File: src/hdl/crp_pkg.sv
// Shared types and constants for the circle record parser.
package crp_pkg;

	localparam int unsigned PHASE_W = 5;

	// Head group: four coordinates, line width, line color kind
	localparam logic [PHASE_W-1:0] HEAD_LEN   = 5'd10;
	localparam logic [PHASE_W-1:0] NARROW_LEN = 5'd1;
	localparam logic [PHASE_W-1:0] WIDE_LEN   = 5'd4;
	localparam logic [PHASE_W-1:0] WIDTH_POS  = 5'd8;
	localparam logic [PHASE_W-1:0] KIND_POS   = 5'd9;
	localparam logic [PHASE_W-1:0] COORD_END  = 5'd8;

	localparam logic STATUS_OK        = 1'b0;
	localparam logic STATUS_TRUNCATED = 1'b1;

	typedef struct packed {
		logic               status;
		logic [15:0]        left_x;
		logic [15:0]        top_y;
		logic [15:0]        right_x;
		logic [15:0]        bottom_y;
		logic [7:0]         line_width;
		logic [7:0]         line_color_kind;
		logic [31:0]        line_color;
		logic [7:0]         fill_present;
		logic [7:0]         fill_color_kind;
		logic [31:0]        fill_color;
		logic [PHASE_W-1:0] bytes_used;
	} crp_result_t;

	function automatic logic [PHASE_W-1:0] color_len(input logic [7:0] kind);
		return (kind == 8'd0) ? NARROW_LEN : WIDE_LEN;
	endfunction

endpackage

File: src/hdl/circle_record_parser_unit.sv
// Circle record parser: byte-serial record decode with a registered result.
//
//   channel | signals                        | direction | payload
//   --------+--------------------------------+-----------+-----------------------------------
//   in      | in_valid, in_stall             | into unit | data_byte, last_byte
//   out     | out_valid, out_stall           | from unit | status, coordinates, colors, count
//
// One byte is taken per cycle unless stalled; the result register loads on the byte that
// completes or truncates a record. The decode between the state registers and the result
// register is a few byte compares and shifts. arst_n clears the parse state and the result
// valid. in_stall rises only while a held result is stalled at the output.
module circle_record_parser_unit (
	input  logic                         clk,
	input  logic                         arst_n,
	input  logic                         in_valid,
	output logic                         in_stall,
	input  logic [7:0]                   data_byte,
	input  logic                         last_byte,
	output logic                         out_valid,
	input  logic                         out_stall,
	output logic                         status,
	output logic [15:0]                  left_x,
	output logic [15:0]                  top_y,
	output logic [15:0]                  right_x,
	output logic [15:0]                  bottom_y,
	output logic [7:0]                   line_width,
	output logic [7:0]                   line_color_kind,
	output logic [31:0]                  line_color,
	output logic [7:0]                   fill_present,
	output logic [7:0]                   fill_color_kind,
	output logic [31:0]                  fill_color,
	output logic [crp_pkg::PHASE_W-1:0]  bytes_used
);
	import crp_pkg::*;

	logic [PHASE_W-1:0] phase_q;
	logic [15:0]        coords_q [4];
	logic [7:0]         width_q;
	logic [7:0]         line_kind_q;
	logic [31:0]        line_color_q;
	logic [7:0]         fill_flag_q;
	logic [7:0]         fill_kind_q;
	logic [31:0]        fill_color_q;

	logic               out_valid_q;
	crp_result_t        result_q;

	logic               accept;
	logic [PHASE_W-1:0] flag_pos;
	logic [PHASE_W-1:0] n;
	logic               done;
	logic               emit;
	logic               head_ok, line_ok, flag_ok, kind_ok;
	logic [15:0]        coords_nxt [4];
	logic [7:0]         width_nxt;
	logic [7:0]         line_kind_nxt;
	logic [31:0]        line_color_nxt;
	logic [7:0]         fill_flag_nxt;
	logic [7:0]         fill_kind_nxt;
	logic [31:0]        fill_color_nxt;
	crp_result_t        res;

	assign in_stall = out_valid_q & out_stall;
	assign accept   = in_valid & ~in_stall;
	assign n        = phase_q + 5'd1;

	always_comb begin
		for (int i = 0; i < 4; i++) begin
			coords_nxt[i] = coords_q[i];
		end
		width_nxt      = width_q;
		line_kind_nxt  = line_kind_q;
		line_color_nxt = line_color_q;
		fill_flag_nxt  = fill_flag_q;
		fill_kind_nxt  = fill_kind_q;
		fill_color_nxt = fill_color_q;
		done           = 1'b0;
		flag_pos       = HEAD_LEN + color_len(line_kind_q);

		if (phase_q < COORD_END) begin
			coords_nxt[phase_q[2:1]] = {coords_q[phase_q[2:1]][7:0], data_byte};
		end else if (phase_q == WIDTH_POS) begin
			width_nxt = data_byte;
		end else if (phase_q == KIND_POS) begin
			line_kind_nxt = data_byte;
			flag_pos      = HEAD_LEN + color_len(data_byte);
		end else if (phase_q < flag_pos) begin
			line_color_nxt = {line_color_q[23:0], data_byte};
		end else if (phase_q == flag_pos) begin
			fill_flag_nxt = data_byte;
			done          = (data_byte == 8'd0);
		end else if (phase_q == flag_pos + 5'd1) begin
			fill_kind_nxt = data_byte;
		end else begin
			fill_color_nxt = {fill_color_q[23:0], data_byte};
			done           = (n == flag_pos + 5'd2 + color_len(fill_kind_q));
		end
	end

	assign emit    = done | last_byte;
	assign head_ok = done | (n >= HEAD_LEN);
	assign line_ok = done | (n >= flag_pos);
	assign flag_ok = done | (n >= flag_pos + 5'd1);
	assign kind_ok = done | (n >= flag_pos + 5'd2);

	// Report only complete groups on a truncated record
	always_comb begin
		res.status          = done ? STATUS_OK : STATUS_TRUNCATED;
		res.left_x          = head_ok ? coords_nxt[0] : 16'd0;
		res.top_y           = head_ok ? coords_nxt[1] : 16'd0;
		res.right_x         = head_ok ? coords_nxt[2] : 16'd0;
		res.bottom_y        = head_ok ? coords_nxt[3] : 16'd0;
		res.line_width      = head_ok ? width_nxt : 8'd0;
		res.line_color_kind = head_ok ? line_kind_nxt : 8'd0;
		res.line_color      = line_ok ? line_color_nxt : 32'd0;
		res.fill_present    = flag_ok ? fill_flag_nxt : 8'd0;
		res.fill_color_kind = (kind_ok && fill_flag_nxt != 8'd0) ? fill_kind_nxt : 8'd0;
		res.fill_color      = (done && fill_flag_nxt != 8'd0) ? fill_color_nxt : 32'd0;
		if (done) begin
			res.bytes_used = n;
		end else if (kind_ok) begin
			res.bytes_used = flag_pos + 5'd2;
		end else if (flag_ok) begin
			res.bytes_used = flag_pos + 5'd1;
		end else if (line_ok) begin
			res.bytes_used = flag_pos;
		end else if (head_ok) begin
			res.bytes_used = HEAD_LEN;
		end else begin
			res.bytes_used = '0;
		end
	end

	// Parse state: advance on each byte, clear after every result
	always_ff @(posedge clk or negedge arst_n) begin
		if (!arst_n) begin
			phase_q      <= '0;
			for (int i = 0; i < 4; i++) begin
				coords_q[i] <= '0;
			end
			width_q      <= '0;
			line_kind_q  <= '0;
			line_color_q <= '0;
			fill_flag_q  <= '0;
			fill_kind_q  <= '0;
			fill_color_q <= '0;
		end else if (accept) begin
			if (emit) begin
				phase_q      <= '0;
				for (int i = 0; i < 4; i++) begin
					coords_q[i] <= '0;
				end
				width_q      <= '0;
				line_kind_q  <= '0;
				line_color_q <= '0;
				fill_flag_q  <= '0;
				fill_kind_q  <= '0;
				fill_color_q <= '0;
			end else begin
				phase_q      <= n;
				for (int i = 0; i < 4; i++) begin
					coords_q[i] <= coords_nxt[i];
				end
				width_q      <= width_nxt;
				line_kind_q  <= line_kind_nxt;
				line_color_q <= line_color_nxt;
				fill_flag_q  <= fill_flag_nxt;
				fill_kind_q  <= fill_kind_nxt;
				fill_color_q <= fill_color_nxt;
			end
		end
	end

	// Result register: load on a finishing byte, drop once taken
	always_ff @(posedge clk or negedge arst_n) begin
		if (!arst_n) begin
			out_valid_q <= 1'b0;
		end else if (accept && emit) begin
			out_valid_q <= 1'b1;
		end else if (!out_stall) begin
			out_valid_q <= 1'b0;
		end
	end

	always_ff @(posedge clk) begin
		if (accept && emit) begin
			result_q <= res;
		end
	end

	assign out_valid       = out_valid_q;
	assign status          = result_q.status;
	assign left_x          = result_q.left_x;
	assign top_y           = result_q.top_y;
	assign right_x         = result_q.right_x;
	assign bottom_y        = result_q.bottom_y;
	assign line_width      = result_q.line_width;
	assign line_color_kind = result_q.line_color_kind;
	assign line_color      = result_q.line_color;
	assign fill_present    = result_q.fill_present;
	assign fill_color_kind = result_q.fill_color_kind;
	assign fill_color      = result_q.fill_color;
	assign bytes_used      = result_q.bytes_used;

endmodule

File: config.mk
export PLATFORM = sky130hd
export DESIGN_NAME = circle_record_parser_unit
export DESIGN_NICKNAME = d
export VERILOG_FILES = /design/src/hdl/crp_pkg.sv /design/src/hdl/circle_record_parser_unit.sv
export SDC_FILE = /design/constraint.sdc
export NUM_CORES = 1
export LEC_CHECK = 0
export BUFFER_PORTS_ARGS = -buffer_cell sky130_fd_sc_hd__buf_2
export CORE_MARGIN = 1
export CORE_UTILIZATION = 28
export CTS_BUF_LIST = sky130_fd_sc_hd__clkbuf_16
export CTS_CLUSTER_SIZE = 12
export DETAILED_ROUTE_END_ITERATION = 8
export GPL_TIMING_DRIVEN = 0
export PLACE_DENSITY = 0.51
export REMOVE_ABC_BUFFERS = 1
export SYNTH_ARGS = -nofsm -noshare
export SYNTH_HDL_FRONTEND = slang
export SYNTH_SLANG_ARGS = --single-unit
File: constraint.sdc
create_clock -name clk -period 15.1 [get_ports clk]
set_clock_uncertainty 0.05 [all_clocks]
set_input_delay 3.775 -clock clk [delete_from_list [all_inputs] [get_ports clk]]
set_output_delay 3.775 -clock clk [all_outputs]
set_load 0.005 [all_outputs]
* Yosys cells after proc, flatten, opt, wreduce, memory -nomap -nowiden
Cells that the tools add are included.
Operators by class: divide/modulo/power cells 0, shift-type cells 0, $lt $le $gt $ge 8, add/subtract/negate cells 8, bitwise operators 9, multipliers 0, reduce and logical (&&, ||, !) cells 8, eq/ne operators 6, multiplexer cells 61
Operators with widths (number):
- 32-bit 2-to-1 mux | 12
- 8-bit 2-to-1 mux | 22
- 64-bit 2-to-1 mux | 2
- 64-bit bitwise mux | 1
- 5-bit 2-to-1 mux | 8
- 16-bit binary-select mux with 2-bit select | 1
- 16-bit demux with 2-bit select | 1
- 8-bit zero test | 3
- 16-bit 2-to-1 mux | 1
- 5-bit by 1-bit adder with 5-bit output, second input constant | 3
- 5-bit == test | 3
- 5-bit >= comparator | 3
- 4-bit by 3-bit adder with 5-bit output, first input constant | 2
- 5-bit by 2-bit adder with 5-bit output, second input constant | 2
- 5-bit by 4-bit == test with 1-bit output, second input constant | 2
- 1-bit 2-to-1 mux | 9
- 3-bit 2-to-1 mux | 3
- 8-bit nonzero test | 1
- 5-bit by 3-bit adder with 5-bit output | 1
- 5-bit by 4-bit >= comparator with 1-bit output, second input constant | 1
- 5-bit by 4-bit < comparator with 1-bit output, second input constant | 1
- 5-bit < comparator | 1
- 1-bit OR | 5
- 1-bit logical AND | 4
- 7 further kinds | 8
Storage, ports and cells: output and inout bits 168, bits in writable memories 0, flip-flop bits (word level) 332, bits in latches 0, input port bits 13, memories 0, memory bits (read-only) 0

* Logic depth before layout (Yosys ltp)
depth after elaboration 18, depth in mapped cells 16, mapped depth without buffers 14

* Worst setup path before layout
No wires, ideal clock.
path kind input to register, from input port data_byte[7], to register result_q, in the netlist bottom_y[0], enable pin, path slack 5.692 ns, cell stages on the path 7, setup time 0.546 ns, buffers on the path 1, arrival time 8.812 ns, cells stage by stage nor4_1 > nand2_1 > a211oi_1 > nor2_1 > o21ai_4 > buf_6 > and2_1
On the way: longest elaborated chain between the ends 8
RTL lines:
- start, declared | RTL line circle_record_parser_unit.sv:17 | input logic [7:0] data_byte,
- 8-bit zero test | RTL line circle_record_parser_unit.sv:91 | done = (data_byte == 8'd0);
- 1-bit 2-to-1 mux | RTL line circle_record_parser_unit.sv:89 | end else if (phase_q == flag_pos) begin
- 1-bit 2-to-1 mux | RTL line circle_record_parser_unit.sv:87 | end else if (phase_q < flag_pos) begin
- 1-bit 2-to-1 mux | RTL line circle_record_parser_unit.sv:84 | end else if (phase_q == KIND_POS) begin
- 1-bit 2-to-1 mux | RTL line circle_record_parser_unit.sv:82 | end else if (phase_q == WIDTH_POS) begin
- 1-bit 2-to-1 mux | RTL line circle_record_parser_unit.sv:80 | if (phase_q < COORD_END) begin
- 1-bit OR | RTL line circle_record_parser_unit.sv:100 | assign emit = done | last_byte;
- 1-bit logical AND | RTL line circle_record_parser_unit.sv:186 | if (accept && emit) begin
- end signal, assigned | RTL line circle_record_parser_unit.sv:187 | result_q <= res;
- end, declared | RTL line circle_record_parser_unit.sv:46 | crp_result_t result_q;
No other way between the ends. A chain may end at the register's enable or synchronous reset.

* Worst setup path in the final report
from input port out_stall, to output port in_stall
On the way: longest elaborated chain between the ends 1
RTL lines:
- start, declared | RTL line circle_record_parser_unit.sv:20 | input logic out_stall,
- 1-bit bitwise AND | RTL line circle_record_parser_unit.sv:63 | assign in_stall = out_valid_q & out_stall;
- end, declared | RTL line circle_record_parser_unit.sv:16 | output logic in_stall,
No other way between the ends.

==> Flow_metrics.wiki <==
{| class="wikitable"
! Metric !! Value
|-
| Cell-internal power || 1.57 mW
|-
| Number of nets with antenna violations after detailed routing || 0
|-
| Overall via count from detail_route || 10.1k
|-
| Maximum fanout encountered on the critical timing path || 4
|-
| Relative max-transition margin || 0.0884
|-
| Post-placement cell area || 0.0160 mm²
|-
| Residual DRC || 0
|-
| Crit path setup slack, layout || 7.09 ns
|-
| Largest net degree at the start of global routing || 86
|-
| Ys Warns || 0
|-
| Max-cap violations || 0
|-
| Clock Latency Late Sink || 0.57 ns
|-
| Number of enable flip-flop cells after synthesis || 166
|-
| Portion of total power attributed to sequential cells || 0.474
|-
| Global-route wire length before repair || 63400 µm
|-
| Number of violations reported at the end of detailed-routing iteration 0 || 986
|-
| Fraction of layout instances using a drive strength above 1 || 0.209
|-
| Post-route setup TNS || 0 ns
|-
| CP max stage delay || 0.14 ns
|-
| Die width || 229 µm
|-
| Start-to-end type of the worst setup path || in -> out
|-
| CTS H-tree lvls || 2
|-
| Initial standard-cell utilization of the core || 0.285
|-
| Post-synthesis cell count || 1228
|-
| Area of the placeable core || 0.0504 mm²
|-
| Die Outline Area || 0.0523 mm²
|-
| Worst R2R Setup Slack || 9.26 ns
|-
| Average instance area after synthesis || 11.7 µm²
|-
| Leading cell types in the layout, fill and taps excluded || sky130_fd_sc_hd__nand2_1, sky130_fd_sc_hd__buf_2, sky130_fd_sc_hd__edfxtp_1, sky130_fd_sc_hd__dfrtp_1, sky130_fd_sc_hd__a22o_1
|-
| Port Buffers || 180
|-
| Min-delay worst type || reg -> reg
|-
| Average via count per standard cell || 4.88
|-
| Share of flip-flops with an asynchronous set or reset after synthesis || 0.500
|-
| Pre-antenna DRT Iters || 5
|-
| Worst Tran Pin Value || 1.37 ns
|-
| Combinational share of power || 0.083
|-
| Num rows || 82
|-
| Filler cells || 5031
|-
| Type of element capturing the critical path || output pin
|-
| Cell seen most often among critical-path stages || sky130_fd_sc_hd__buf_2
|-
| Series of cell instances along the critical path || buf_2 -> nand2_1 -> inv_1 -> buf_2
|-
| Final-report max-slew violation count || 0
|-
| Switching power as a share of total power || 0.259
|-
| Number of hold violations in the final report || 0
|-
| P_sw || 549 µW
|-
| Clk buf depth || 3
|-
| VDD IR max || 0.0636 mV
|-
| Post-Syn Area || 0.0144 mm²
|-
| Commonest non-fill, non-tap cell in the layout || sky130_fd_sc_hd__nand2_1
|-
| CTS Hold Bufs || 0
|-
| Startpoint Class || input pin
|-
| Remaining Overflow, GRT || 0
|-
| Dominant register cell in the synthesized netlist || sky130_fd_sc_hd__edfxtp_1
|-
| Vias in the first global route || 10.0k
|-
| Overall track demand over capacity in global routing || 0.156
|-
| Outcome || complete, no violations
|-
| Min Clock Period, post-route || 8.01 ns
|-
| Final non-filler cell area || 0.0172 mm²
|-
| Power per unit of standard cell area || 123 mW/mm²
|-
| Final GP Congestion || 0.791
|-
| Total detailed-routing wirelength || 41100 µm
|-
| Root Buffer Master || sky130_fd_sc_hd__clkbuf_16
|-
| Slowest CP cell || sky130_fd_sc_hd__nand2_1
|-
| Clock group share of total power || 0.443
|-
| Worst hold slack || 0.449 ns
|-
| Place WS || 7.07 ns
|-
| Unique masters post-synth || 61
|-
| Seq/Total Area, Yosys || 0.635
|-
| TritonCTS buffer count || 39
|-
| HPWL after DPL || 25300 µm
|-
| Clock edge transition at the registers on the reported setup and hold paths || 0.05 ns
|-
| Layout-stage area growth over the synthesis result || 19.8%
|-
| Post-synthesis register bit count || 332
|-
| Initial antenna violation count || 1
|-
| CP Data Required Time || 11.28 ns
|-
| Vertical die dimension || 229 µm
|-
| Final period utilization || 0.530
|-
| # IOs || 181
|-
| Max Freq || 0.125 GHz
|-
| Static Leakage || 6.64 nW
|-
| Buffer count from post-CTS setup fixing || 0
|-
| CTS sink count || 332
|-
| Number of diodes added for antenna fixing || 0
|-
| Clock tree from TritonCTS || done
|-
| Post-CTS sizing || 0
|-
| Final net count || 1398
|-
| Unrepaired setup endpoints after global routing || no
|-
| Routed wire length per instance || 19.8 µm
|-
| Critical path arrival || 4.18 ns
|-
| Number of endpoints failing setup at the final stage || 0
|}
## routing by layer
layer | up-vias | part of all wire | wire [µm] | track usage
li1 | 4749 | - | - | -
met1 | 5125 | 0.48 | 19500 | 0.222
met2 | 199 | 0.46 | 19100 | 0.243
met3 | 49 | 0.043 | 1750 | 0.0306
met4 | 0 | 0.017 | 715 | 0.0388
met5 | - | 0 | 0 | 0
## state kept, by name (all words and copies together) (netlist names), 16 cells and up
signal,cells
fill_color_q,32
top_y,16
left_x,16
fill_color,32
line_color_q,32
bottom_y,16
right_x,16
coords_q,64
line_color,32
## critical path: cells and delay by family
family        cells  cell delay [ns]
simple gates      1             0.14
buf+inv           3             0.27
## worst paths after layout
path                                  start          endpoint  cells past startpoint
setup / recovery                  out_stall          in_stall                      4
min in group asynchronous            arst_n         out_valid                      1
hold / removal             line_color_q[28]  line_color_q[28]                      1
setup reg to reg                 phase_q[1]     line_color[2]                     12
max in group asynchronous            arst_n  line_color_q[20]                      2
hold reg to reg            line_color_q[28]  line_color_q[28]                      1
## power by group through the flow
stage	clock network (mW)	registers, mW	logic (mW)
after global placement	0	1.03	0.171
after detailed placement	0	1.02	0.179
after CTS	0.968	1.01	0.180
final	0.939	1.01	0.176
after floorplan	0	1.02	0.0919
after global routing	1.00	1.01	0.194
## synth_stat cells (7+ instances only)
master	number	area share
sky130_fd_sc_hd__o21ai_0	10	0.0035
sky130_fd_sc_hd__dfrtp_1	166	0.29
sky130_fd_sc_hd__nor4_1	7	0.0030
sky130_fd_sc_hd__nand3_1	9	0.0031
sky130_fd_sc_hd__inv_1	11	0.0029
sky130_fd_sc_hd__edfxtp_1	166	0.35
sky130_fd_sc_hd__a21oi_1	146	0.051
sky130_fd_sc_hd__clkbuf_1	50	0.013
sky130_fd_sc_hd__mux2i_1	24	0.017
sky130_fd_sc_hd__o21ai_2	8	0.0049
sky130_fd_sc_hd__a22o_1	160	0.097
sky130_fd_sc_hd__mux4_2	8	0.013
sky130_fd_sc_hd__nand2_1	301	0.079
sky130_fd_sc_hd__ha_1	14	0.012
sky130_fd_sc_hd__buf_2	26	0.0090
sky130_fd_sc_hd__nor2_1	37	0.0097
## logic make-up after synthesis
logic type / synth area share
mux: 0.0292
compound gates: 0.174
other cells: 0.000522
simple gates: 0.114
flops: 0.635
fa+ha+maj: 0.0130
buf+inv: 0.0312
xor+xnor: 0.00235
## through the flow
stage / std cells / util / total power [mW]
finish: 2073 / 0.342 / 2.12
global placement: 1992 / 0.312 / 1.20
detailed placement: 2002 / 0.317 / 1.20
CTS: 2073 / 0.342 / 2.15
floorplan: 1140 / - / 1.11
global route: 2073 / 0.342 / 2.21
## layout make-up
type / instances / area, µm² / share of cell area
sequential: 332 / 9140 / 0.531
multi-input combinational: 795 / 4830 / 0.281
timing repair buffer: 190 / 1100 / 0.0638
clock buffer: 40 / 1000 / 0.0581
tap: 672 / 841 / 0.0488
clock inverter: 31 / 264 / 0.0153
inverter: 13 / 48.8 / 0.00283
No activity file was read; power rests on OpenSTA's default activity.
